## src/rtl/cse_pkg.sv

```systemverilog
// Shared types, character codes and decode helpers for the C string unescaper.
// No dependencies; used by every module under rtl.
`default_nettype none

package cse_pkg;

   localparam int HEX_DIGITS_MAX = 4;
   localparam int OCT_DIGITS_MAX = 3;
   localparam int QUEUE_DEPTH    = 4;
   localparam int QPTR_W         = $clog2(QUEUE_DEPTH);

   localparam logic [7:0] CH_BSL = 8'h5C;
   localparam logic [7:0] CH_X   = 8'h78;
   localparam logic [7:0] CH_0   = 8'h30;
   localparam logic [7:0] CH_7   = 8'h37;
   localparam logic [7:0] CH_9   = 8'h39;
   localparam logic [7:0] CH_LA  = 8'h61;
   localparam logic [7:0] CH_LF  = 8'h66;
   localparam logic [7:0] CH_UA  = 8'h41;
   localparam logic [7:0] CH_UF  = 8'h46;
   localparam logic [7:0] CH_N   = 8'h6E;
   localparam logic [7:0] CH_T   = 8'h74;
   localparam logic [7:0] CH_V   = 8'h76;
   localparam logic [7:0] CH_B   = 8'h62;
   localparam logic [7:0] CH_R   = 8'h72;

   typedef enum logic [3:0] {
      MODE_TEXT = 4'b0001,
      MODE_ESC  = 4'b0010,
      MODE_HEX  = 4'b0100,
      MODE_OCT  = 4'b1000
   } mode_type;

   typedef struct packed {
      logic [7:0] data;
      logic       has;
      logic       last;
   } res_type;

   // One queue entry: the results caused by one accepted item
   typedef struct packed {
      res_type [1:0] res;
      logic          two;
   } entry_type;

   typedef struct packed {
      logic      push;
      entry_type entry;
   } qpush_type;

   // {is_digit, value}
   function automatic logic [4:0] hex_digit(input logic [7:0] b);
      logic [7:0] t;
      t = 8'h00;
      if (b >= CH_0 && b <= CH_9) begin
         t = b - CH_0;
         return {1'b1, t[3:0]};
      end
      if (b >= CH_LA && b <= CH_LF) begin
         t = b - CH_LA + 8'd10;
         return {1'b1, t[3:0]};
      end
      if (b >= CH_UA && b <= CH_UF) begin
         t = b - CH_UA + 8'd10;
         return {1'b1, t[3:0]};
      end
      return 5'b0;
   endfunction

   function automatic logic is_oct(input logic [7:0] b);
      return (b >= CH_0 && b <= CH_7);
   endfunction

   // {is_simple_escape, control byte}
   function automatic logic [8:0] esc_char(input logic [7:0] b);
      logic [8:0] r;
      unique case (b)
         CH_N:    r = {1'b1, 8'h0A};
         CH_T:    r = {1'b1, 8'h09};
         CH_V:    r = {1'b1, 8'h0B};
         CH_B:    r = {1'b1, 8'h08};
         CH_R:    r = {1'b1, 8'h0D};
         CH_LF:   r = {1'b1, 8'h0C};
         CH_LA:   r = {1'b1, 8'h07};
         default: r = 9'h000;
      endcase
      return r;
   endfunction

endpackage

`default_nettype wire

```

## src/rtl/cse_front.sv

```systemverilog
// Front end: accepts escaped bytes, runs the escape parser and builds queue entries.
// Depends on cse_pkg.
`default_nettype none

module cse_front (
   input  wire logic               clock,
   input  wire logic               reset,
   input  wire logic               req_valid,
   output logic                    req_ready,
   input  wire logic [7:0]         req_in_byte,
   input  wire logic               req_end_of_string,
   input  wire logic               q_full,
   output cse_pkg::qpush_type      q_out
);
   import cse_pkg::*;

   mode_type   mode_ff, mode_in;
   logic [7:0] value_ff, value_in;
   logic [2:0] count_ff, count_in;

   logic      accept;
   logic [1:0] k;
   res_type [1:0] res;
   logic [4:0] hd;
   logic [8:0] ec;
   logic [7:0] b;

   assign req_ready = !q_full;
   assign accept    = req_valid && req_ready;
   assign b         = req_in_byte;

   always_comb begin
      mode_in  = mode_ff;
      value_in = value_ff;
      count_in = count_ff;
      k        = 2'd0;
      res      = '0;
      hd       = hex_digit(b);
      ec       = esc_char(b);

      unique case (mode_ff)
         MODE_TEXT: begin
            if (b == CH_BSL) begin
               mode_in = MODE_ESC;
            end else begin
               res[k[0]] = '{data: b, has: 1'b1, last: 1'b0};
               k = k + 2'd1;
            end
         end
         MODE_ESC: begin
            mode_in = MODE_TEXT;
            if (ec[8]) begin
               res[k[0]] = '{data: ec[7:0], has: 1'b1, last: 1'b0};
               k = k + 2'd1;
            end else if (b == CH_X) begin
               mode_in  = MODE_HEX;
               value_in = 8'd0;
               count_in = 3'd0;
            end else if (is_oct(b)) begin
               mode_in  = MODE_OCT;
               value_in = {5'd0, b[2:0]};
               count_in = 3'd1;
               if (count_in >= 3'(OCT_DIGITS_MAX)) begin
                  res[k[0]] = '{data: value_in, has: 1'b1, last: 1'b0};
                  k = k + 2'd1;
                  mode_in  = MODE_TEXT;
                  value_in = 8'd0;
                  count_in = 3'd0;
               end
            end else begin
               res[k[0]] = '{data: b, has: 1'b1, last: 1'b0};
               k = k + 2'd1;
            end
         end
         MODE_HEX, MODE_OCT: begin
            if ((mode_ff == MODE_HEX) ? hd[4] : is_oct(b)) begin
               value_in = (mode_ff == MODE_HEX) ? {value_ff[3:0], hd[3:0]}
                                                : {value_ff[4:0], b[2:0]};
               count_in = count_ff + 3'd1;
               if (count_in >= ((mode_ff == MODE_HEX) ? 3'(HEX_DIGITS_MAX)
                                                      : 3'(OCT_DIGITS_MAX))) begin
                  res[k[0]] = '{data: value_in, has: 1'b1, last: 1'b0};
                  k = k + 2'd1;
                  mode_in  = MODE_TEXT;
                  value_in = 8'd0;
                  count_in = 3'd0;
               end
            end else begin
               // close the run, then treat the byte as plain text
               res[k[0]] = '{data: value_ff, has: 1'b1, last: 1'b0};
               k = k + 2'd1;
               mode_in  = MODE_TEXT;
               value_in = 8'd0;
               count_in = 3'd0;
               if (b == CH_BSL) begin
                  mode_in = MODE_ESC;
               end else begin
                  res[k[0]] = '{data: b, has: 1'b1, last: 1'b0};
                  k = k + 2'd1;
               end
            end
         end
         default: begin
            mode_in = MODE_TEXT;
         end
      endcase

      if (req_end_of_string) begin
         if (mode_in == MODE_HEX || mode_in == MODE_OCT) begin
            res[k[0]] = '{data: value_in, has: 1'b1, last: 1'b0};
            k = k + 2'd1;
         end
         mode_in  = MODE_TEXT;
         value_in = 8'd0;
         count_in = 3'd0;
         if (k == 2'd0) begin
            res[0] = '{data: 8'd0, has: 1'b0, last: 1'b0};
            k = 2'd1;
         end
         res[k[1]].last = 1'b1;
      end
   end

   assign q_out.push      = accept && (k != 2'd0);
   assign q_out.entry.res = res;
   assign q_out.entry.two = k[1];

   always_ff @(posedge clock) begin
      if (reset) begin
         mode_ff  <= MODE_TEXT;
         value_ff <= 8'd0;
         count_ff <= 3'd0;
      end else if (accept) begin
         mode_ff  <= mode_in;
         value_ff <= value_in;
         count_ff <= count_in;
      end
   end

endmodule

`default_nettype wire

```

## src/rtl/cse_queue.sv

```systemverilog
// Short queue of result entries between the parser front end and the output back end.
// Depends on cse_pkg.
`default_nettype none

module cse_queue (
   input  wire logic                clock,
   input  wire logic                reset,
   input  wire cse_pkg::qpush_type  q_in,
   input  wire logic                pop,
   output logic                     full,
   output logic                     empty,
   output cse_pkg::entry_type       head
);
   import cse_pkg::*;

   entry_type             slot_ff [QUEUE_DEPTH];
   logic [QPTR_W-1:0]     wptr_ff, rptr_ff;
   logic [QPTR_W:0]       count_ff, count_in;

   assign full  = (count_ff == (QPTR_W+1)'(QUEUE_DEPTH));
   assign empty = (count_ff == '0);
   assign head  = slot_ff[rptr_ff];

   always_comb begin
      count_in = count_ff;
      if (q_in.push && !pop) begin
         count_in = count_ff + (QPTR_W+1)'(1);
      end else if (!q_in.push && pop) begin
         count_in = count_ff - (QPTR_W+1)'(1);
      end
   end

   always_ff @(posedge clock) begin
      if (q_in.push) begin
         slot_ff[wptr_ff] <= q_in.entry;
      end
   end

   always_ff @(posedge clock) begin
      if (reset) begin
         wptr_ff  <= '0;
         rptr_ff  <= '0;
         count_ff <= '0;
      end else begin
         if (q_in.push) begin
            wptr_ff <= wptr_ff + QPTR_W'(1);
         end
         if (pop) begin
            rptr_ff <= rptr_ff + QPTR_W'(1);
         end
         count_ff <= count_in;
      end
   end

`ifndef NO_ASSERTIONS
   a_no_push_full: assert property (@(posedge clock) disable iff (reset)
      q_in.push |-> (!full || pop)) else $error("push into full queue");
   a_no_pop_empty: assert property (@(posedge clock) disable iff (reset)
      pop |-> !empty) else $error("pop from empty queue");
   a_count_grow: assert property (@(posedge clock) disable iff (reset)
      (q_in.push && !pop) |=> (count_ff == $past(count_ff) + (QPTR_W+1)'(1)))
      else $error("queue count did not advance on push");
`endif

endmodule

`default_nettype wire

```

## src/rtl/cse_back.sv

```systemverilog
// Back end: drains the queue, one decoded result per cycle unless stalled.
// Depends on cse_pkg.
`default_nettype none

module cse_back (
   input  wire logic                clock,
   input  wire logic                reset,
   input  wire cse_pkg::entry_type  head,
   input  wire logic                empty,
   output logic                     pop,
   output logic                     rsp_valid,
   input  wire logic                rsp_ready,
   output logic [7:0]               rsp_out_byte,
   output logic                     rsp_has_byte,
   output logic                     rsp_last_of_string
);
   import cse_pkg::*;

   logic    valid_ff;
   logic    sub_ff;
   res_type out_ff;
   logic    load, take;

   // output register refills when empty or when its item is being taken
   assign load = !valid_ff || rsp_ready;
   assign take = load && !empty;
   assign pop  = take && (sub_ff || !head.two);

   always_ff @(posedge clock) begin
      if (reset) begin
         valid_ff <= 1'b0;
         sub_ff   <= 1'b0;
      end else if (take) begin
         valid_ff <= 1'b1;
         sub_ff   <= !pop;
      end else if (rsp_ready) begin
         valid_ff <= 1'b0;
      end
   end

   always_ff @(posedge clock) begin
      if (take) begin
         out_ff <= head.res[sub_ff];
      end
   end

   assign rsp_valid          = valid_ff;
   assign rsp_out_byte       = out_ff.data;
   assign rsp_has_byte       = out_ff.has;
   assign rsp_last_of_string = out_ff.last;

endmodule

`default_nettype wire

```

## src/rtl/c_string_unescaper.sv

```systemverilog
// Top level of the C string unescaper: front end, entry queue and output back end.
// Depends on cse_pkg, cse_front, cse_queue and cse_back.
//
// Accepts one escaped byte per cycle whenever the four-entry result queue has room,
// and delivers one decoded result per cycle through a registered output while the
// receiver is ready. An item that yields two results (a digit run closed by a plain
// byte) passes them to the output one after the other, so with no stall the
// sustained rate is one item per cycle for single-result items and set by the single
// output port otherwise. Results pass a queue slot, then the output register.
`default_nettype none

module c_string_unescaper (
   input  wire logic        clock,
   input  wire logic        reset,
   input  wire logic        req_valid,
   output logic             req_ready,
   input  wire logic [7:0]  req_in_byte,
   input  wire logic        req_end_of_string,
   output logic             rsp_valid,
   input  wire logic        rsp_ready,
   output logic [7:0]       rsp_out_byte,
   output logic             rsp_has_byte,
   output logic             rsp_last_of_string
);
   import cse_pkg::*;

   qpush_type qp;
   entry_type head;
   logic      full, empty, pop;

   cse_front u_front (
      .clock             (clock),
      .reset             (reset),
      .req_valid         (req_valid),
      .req_ready         (req_ready),
      .req_in_byte       (req_in_byte),
      .req_end_of_string (req_end_of_string),
      .q_full            (full),
      .q_out             (qp)
   );

   cse_queue u_queue (
      .clock (clock),
      .reset (reset),
      .q_in  (qp),
      .pop   (pop),
      .full  (full),
      .empty (empty),
      .head  (head)
   );

   cse_back u_back (
      .clock              (clock),
      .reset              (reset),
      .head               (head),
      .empty              (empty),
      .pop                (pop),
      .rsp_valid          (rsp_valid),
      .rsp_ready          (rsp_ready),
      .rsp_out_byte       (rsp_out_byte),
      .rsp_has_byte       (rsp_has_byte),
      .rsp_last_of_string (rsp_last_of_string)
   );

endmodule

`default_nettype wire

```

## config.mk

```make
export PLATFORM = sky130hd
export DESIGN_NAME = c_string_unescaper
export DESIGN_NICKNAME = d
export VERILOG_FILES = /design/src/rtl/cse_pkg.sv /design/src/rtl/cse_front.sv /design/src/rtl/cse_queue.sv /design/src/rtl/cse_back.sv /design/src/rtl/c_string_unescaper.sv
export SDC_FILE = /design/constraint.sdc
export NUM_CORES = 1
export LEC_CHECK = 0
export BUFFER_PORTS_ARGS = -buffer_cell sky130_fd_sc_hd__buf_4
export CAP_MARGIN = 20
export CORE_MARGIN = 2
export CORE_UTILIZATION = 35
export CTS_BUF_LIST = sky130_fd_sc_hd__clkbuf_4 sky130_fd_sc_hd__clkbuf_8
export DETAILED_ROUTE_END_ITERATION = 10
export GPL_ROUTABILITY_DRIVEN = 0
export PLACE_DENSITY = 0.54
export SLEW_MARGIN = 40
export SYNTH_ARGS = -nofsm -noshare
export SYNTH_HDL_FRONTEND = slang
export SYNTH_SLANG_ARGS = --single-unit
```

## constraint.sdc

```tcl
create_clock -name clock -period 9.3 [get_ports clock]
set_clock_uncertainty 0.15 [all_clocks]
set_input_delay 1.395 -clock clock [delete_from_list [all_inputs] [get_ports clock]]
set_output_delay 1.395 -clock clock [all_outputs]
set_load 0.01 [all_outputs]
```

==> out/qor.txt <==
DP Area = 6321 µm²
type of the tightest min-delay check = reg -> reg
Syn Nets = 511
PD cells = 217.8 nW/µm²
Reg clk slew, reported paths = 70 ps
Req. time, crit path = 9520 ps
post-synthesis cell count = 484
Netlist cell types = 69
FILL cells = 1562
Initial Util = 0.3593
IO buf count = 24
Num Clock Sinks = 120
number of synthesized flops with an enable pin = 94
cts bufs inserted = 17
number of antenna violations at the first check in global routing = 0
I/O pins = 25
Slew @ Worst Pin = 802.2 ps
clock buffer depth = 2
max-cap violations = 0
Leakage = 2.245 nW
gr ovfl total = 0
Post-CTS Setup Inserts = 0
hold_buf cts = 0
Detailed Route Iter0 Violations = 295
post-route setup TNS = 0 ps
All-Layer GR Usage = 0.1619
Final WS setup = 4879 ps
syn avg cell area = 12.35 µm²
post-synthesis mux area share = 0.09186
Slew Limit Headroom = 0.4577
final setup fails = 0
Synth Area in Simple Gates = 0.1469
die area = 18150 µm²
Place WS = 4467 ps
cells along the critical path = buf_4 > inv_1 > ha_1 > a2111oi_4 > nor2_4 > o22ai_4 > o311a_1 > ha_1 > inv_1 > fa_1 > xor2_1 > or3_1 > a21oi_1
Final Core Density = 0.4022
register area share after synthesis = 0.5591
Synth async-reset ratio = 0
vias per std cell = 5.599
detailed placement HPWL = 9.012 mm
Post-Route WL = 13.84 mm
area grow syn2layout = 11.95%
Placed Cells incl. Taps = 703
row cnt = 47
Core Region = 16640 µm²
via count = 4115
Layout Cells excl Fill = 735
Pwr Total = 1.458 mW
CP max stage delay = 510 ps
final worst-path cycle share = 0.4753
largest family of logic cells by synthesized area = simple AND/OR/NAND/NOR gates
xor and xnor area share after synthesis = 0.01025
crit-path max FO = 9
Post-DRT Antenna Nets = 0
detailed-route DRC error count = 0
Die Width = 134.7 µm
first-pass GRT wire length = 21.98 mm
WL per Instance = 18.83 µm
Most used DFF post-synth = edfxtp_1
Final Cell Area = 6694 µm²
TritonCTS clock tree = built
Max Slew Vio Count = 0
Post-CTS Resized = 0
largest net degree at the start of global routing = 27
htree depth = 4
WHS = 321.5 ps
First-pass DRT Iterations = 5
worst vdd ir = 0.00009787 V
yosys warns = 0
Antenna Cells = 0
Crit Path Class = in -> reg
clock latency at the later pin of the worst-skew pair = 440 ps
CP endpoint kind = flip-flop
r2r setup slk = 5180 ps
CP startpoint kind = primary input
Final nets = 529
fraction of layout cells with a size suffix above 1 = 0.2000
status = finished clean
clock root cell = clkbuf_8
Die Y = 134.7 µm
fmax = 226.2 MHz
slowest CP cell = a2111oi_4
register bit total from synthesis = 120
Crit path arrival time = 4640 ps
minimum clock period = 4421 ps
Adder-Cell Fraction of Synth Area = 0.03055
vias in the first global route = 3992
Final Hold Fails = 0
synthesized area = 5979 µm²
complex-gate fraction of the synthesized area = 0.1272
RSZ-0062 raised after global routing = no
## sequential cells by signal (all words and copies together) (netlist names), named ones only
name / flops
u_back.rsp_last_of_string: 1
u_queue.count_ff: 3
u_back.rsp_out_byte: 8
u_back.rsp_valid: 1
u_queue.wptr_ff: 2
u_back.rsp_has_byte: 1
u_front.count_ff: 3
u_queue.slot_ff: 84
u_queue.rptr_ff: 2
u_back.sub_ff: 1
u_front.value_ff: 8
u_front.mode_ff: 4
## cells in the mapped netlist, drive strengths merged (4+ instances only)
master  number  share of area
o21ai       19          0.017
or4b         4         0.0067
nand3        4         0.0033
xor2         4         0.0059
nor4         7          0.012
or3          4         0.0042
and2         9         0.0094
clkbuf      15         0.0096
dfxtp       26          0.087
o21bai       5         0.0063
nor2b        5         0.0052
nor3        12          0.012
nand3b       4         0.0050
buf         13          0.014
nand2b       9         0.0098
nor2        29          0.019
mux2         5         0.0094
a22oi       14          0.018
o31ai        4         0.0050
nand2       67          0.042
edfxtp      94           0.47
mux4        21          0.079
o211ai       5         0.0063
a32oi        6         0.0088
ha          13          0.027
a21o         4         0.0050
inv         14         0.0088
a21oi       21          0.018
a31oi        6         0.0063
## final timing paths
kind	from	to	cells past startpoint
max	req_in_byte[0]	u_queue.count_ff[2]	13
min	u_back.rsp_valid	u_back.rsp_valid	2
max reg2reg	u_front.mode_ff[0]	u_queue.count_ff[2]	12
min reg2reg	u_back.rsp_valid	u_back.rsp_valid	2
## cell families (layout without fill, tap and decap cells)
kind of cell / count (synthesis) / in the layout
compound gates: 106 / 106
xor+xnor: 7 / 7
fa+ha+maj: 14 / 14
buf+inv: 43 / 74
flops: 120 / 120
mux: 28 / 28
simple gates: 166 / 166
## routing by layer
metal / up-vias / share of wire / routed length [µm] / global-route usage
met2: 173 / 0.48 / 6585 / 0.2589
met1: 2028 / 0.44 / 6080 / 0.2155
li1: 1885 / - / - / -
met3: 29 / 0.061 / 847 / 0.03228
met5: - / 0 / 0 / 0
met4: 0 / 0.024 / 331 / 0.06842
## placed cells by master (no fill, tap or decap), drive strengths merged, types with 3 or more instances in the layout
master	synthesis	layout
o211ai	5	5
a21o	4	4
a31oi	6	6
clkbuf	15	18
dfxtp	26	26
nand3	4	4
clkinvlp	0	4
a22oi	14	14
a21oi	21	21
a32oi	6	6
or4b	4	4
or3	4	4
nor3	12	12
nand2	67	67
nor2b	5	5
nor2	29	29
a221oi	3	3
clkinv	1	7
xor2	4	4
ha	13	13
o21a	3	3
xnor2	3	3
nor4	7	7
o31ai	4	4
inv	14	16
nand2b	9	9
edfxtp	94	94
o21bai	5	5
and2	9	9
mux2	5	5
buf	13	27
nand3b	4	4
mux4	21	21
o22ai	3	3
o21ai	19	19
## where the power goes
part	internal, mW	switching [mW]
combinational	0.138	0.169
sequential	0.666	0.0371
clock	0.237	0.211
## worst max-delay path: cells and delay by family
family          cells  cell delay, ps
compound gates      4            1340
xor+xnor            1             170
fa+ha+maj           3            1010
buf+inv             3             310
simple gates        2             410
## final cells by class
| type | count | area (µm²) | share of cell area |
|---|---|---|---|
| Tap cell | 220 | 275.3 | 0.04112 |
| Timing Repair Buffer | 27 | 202.7 | 0.03028 |
| Clock buffer | 18 | 241.5 | 0.03607 |
| Inverter | 15 | 61.31 | 0.009159 |
| Clock inverter | 14 | 131.4 | 0.01963 |
| Sequential cell | 120 | 3344 | 0.4996 |
| Multi-Input combinational cell | 321 | 2437 | 0.3641 |
Power figures use the tool's default switching activity.
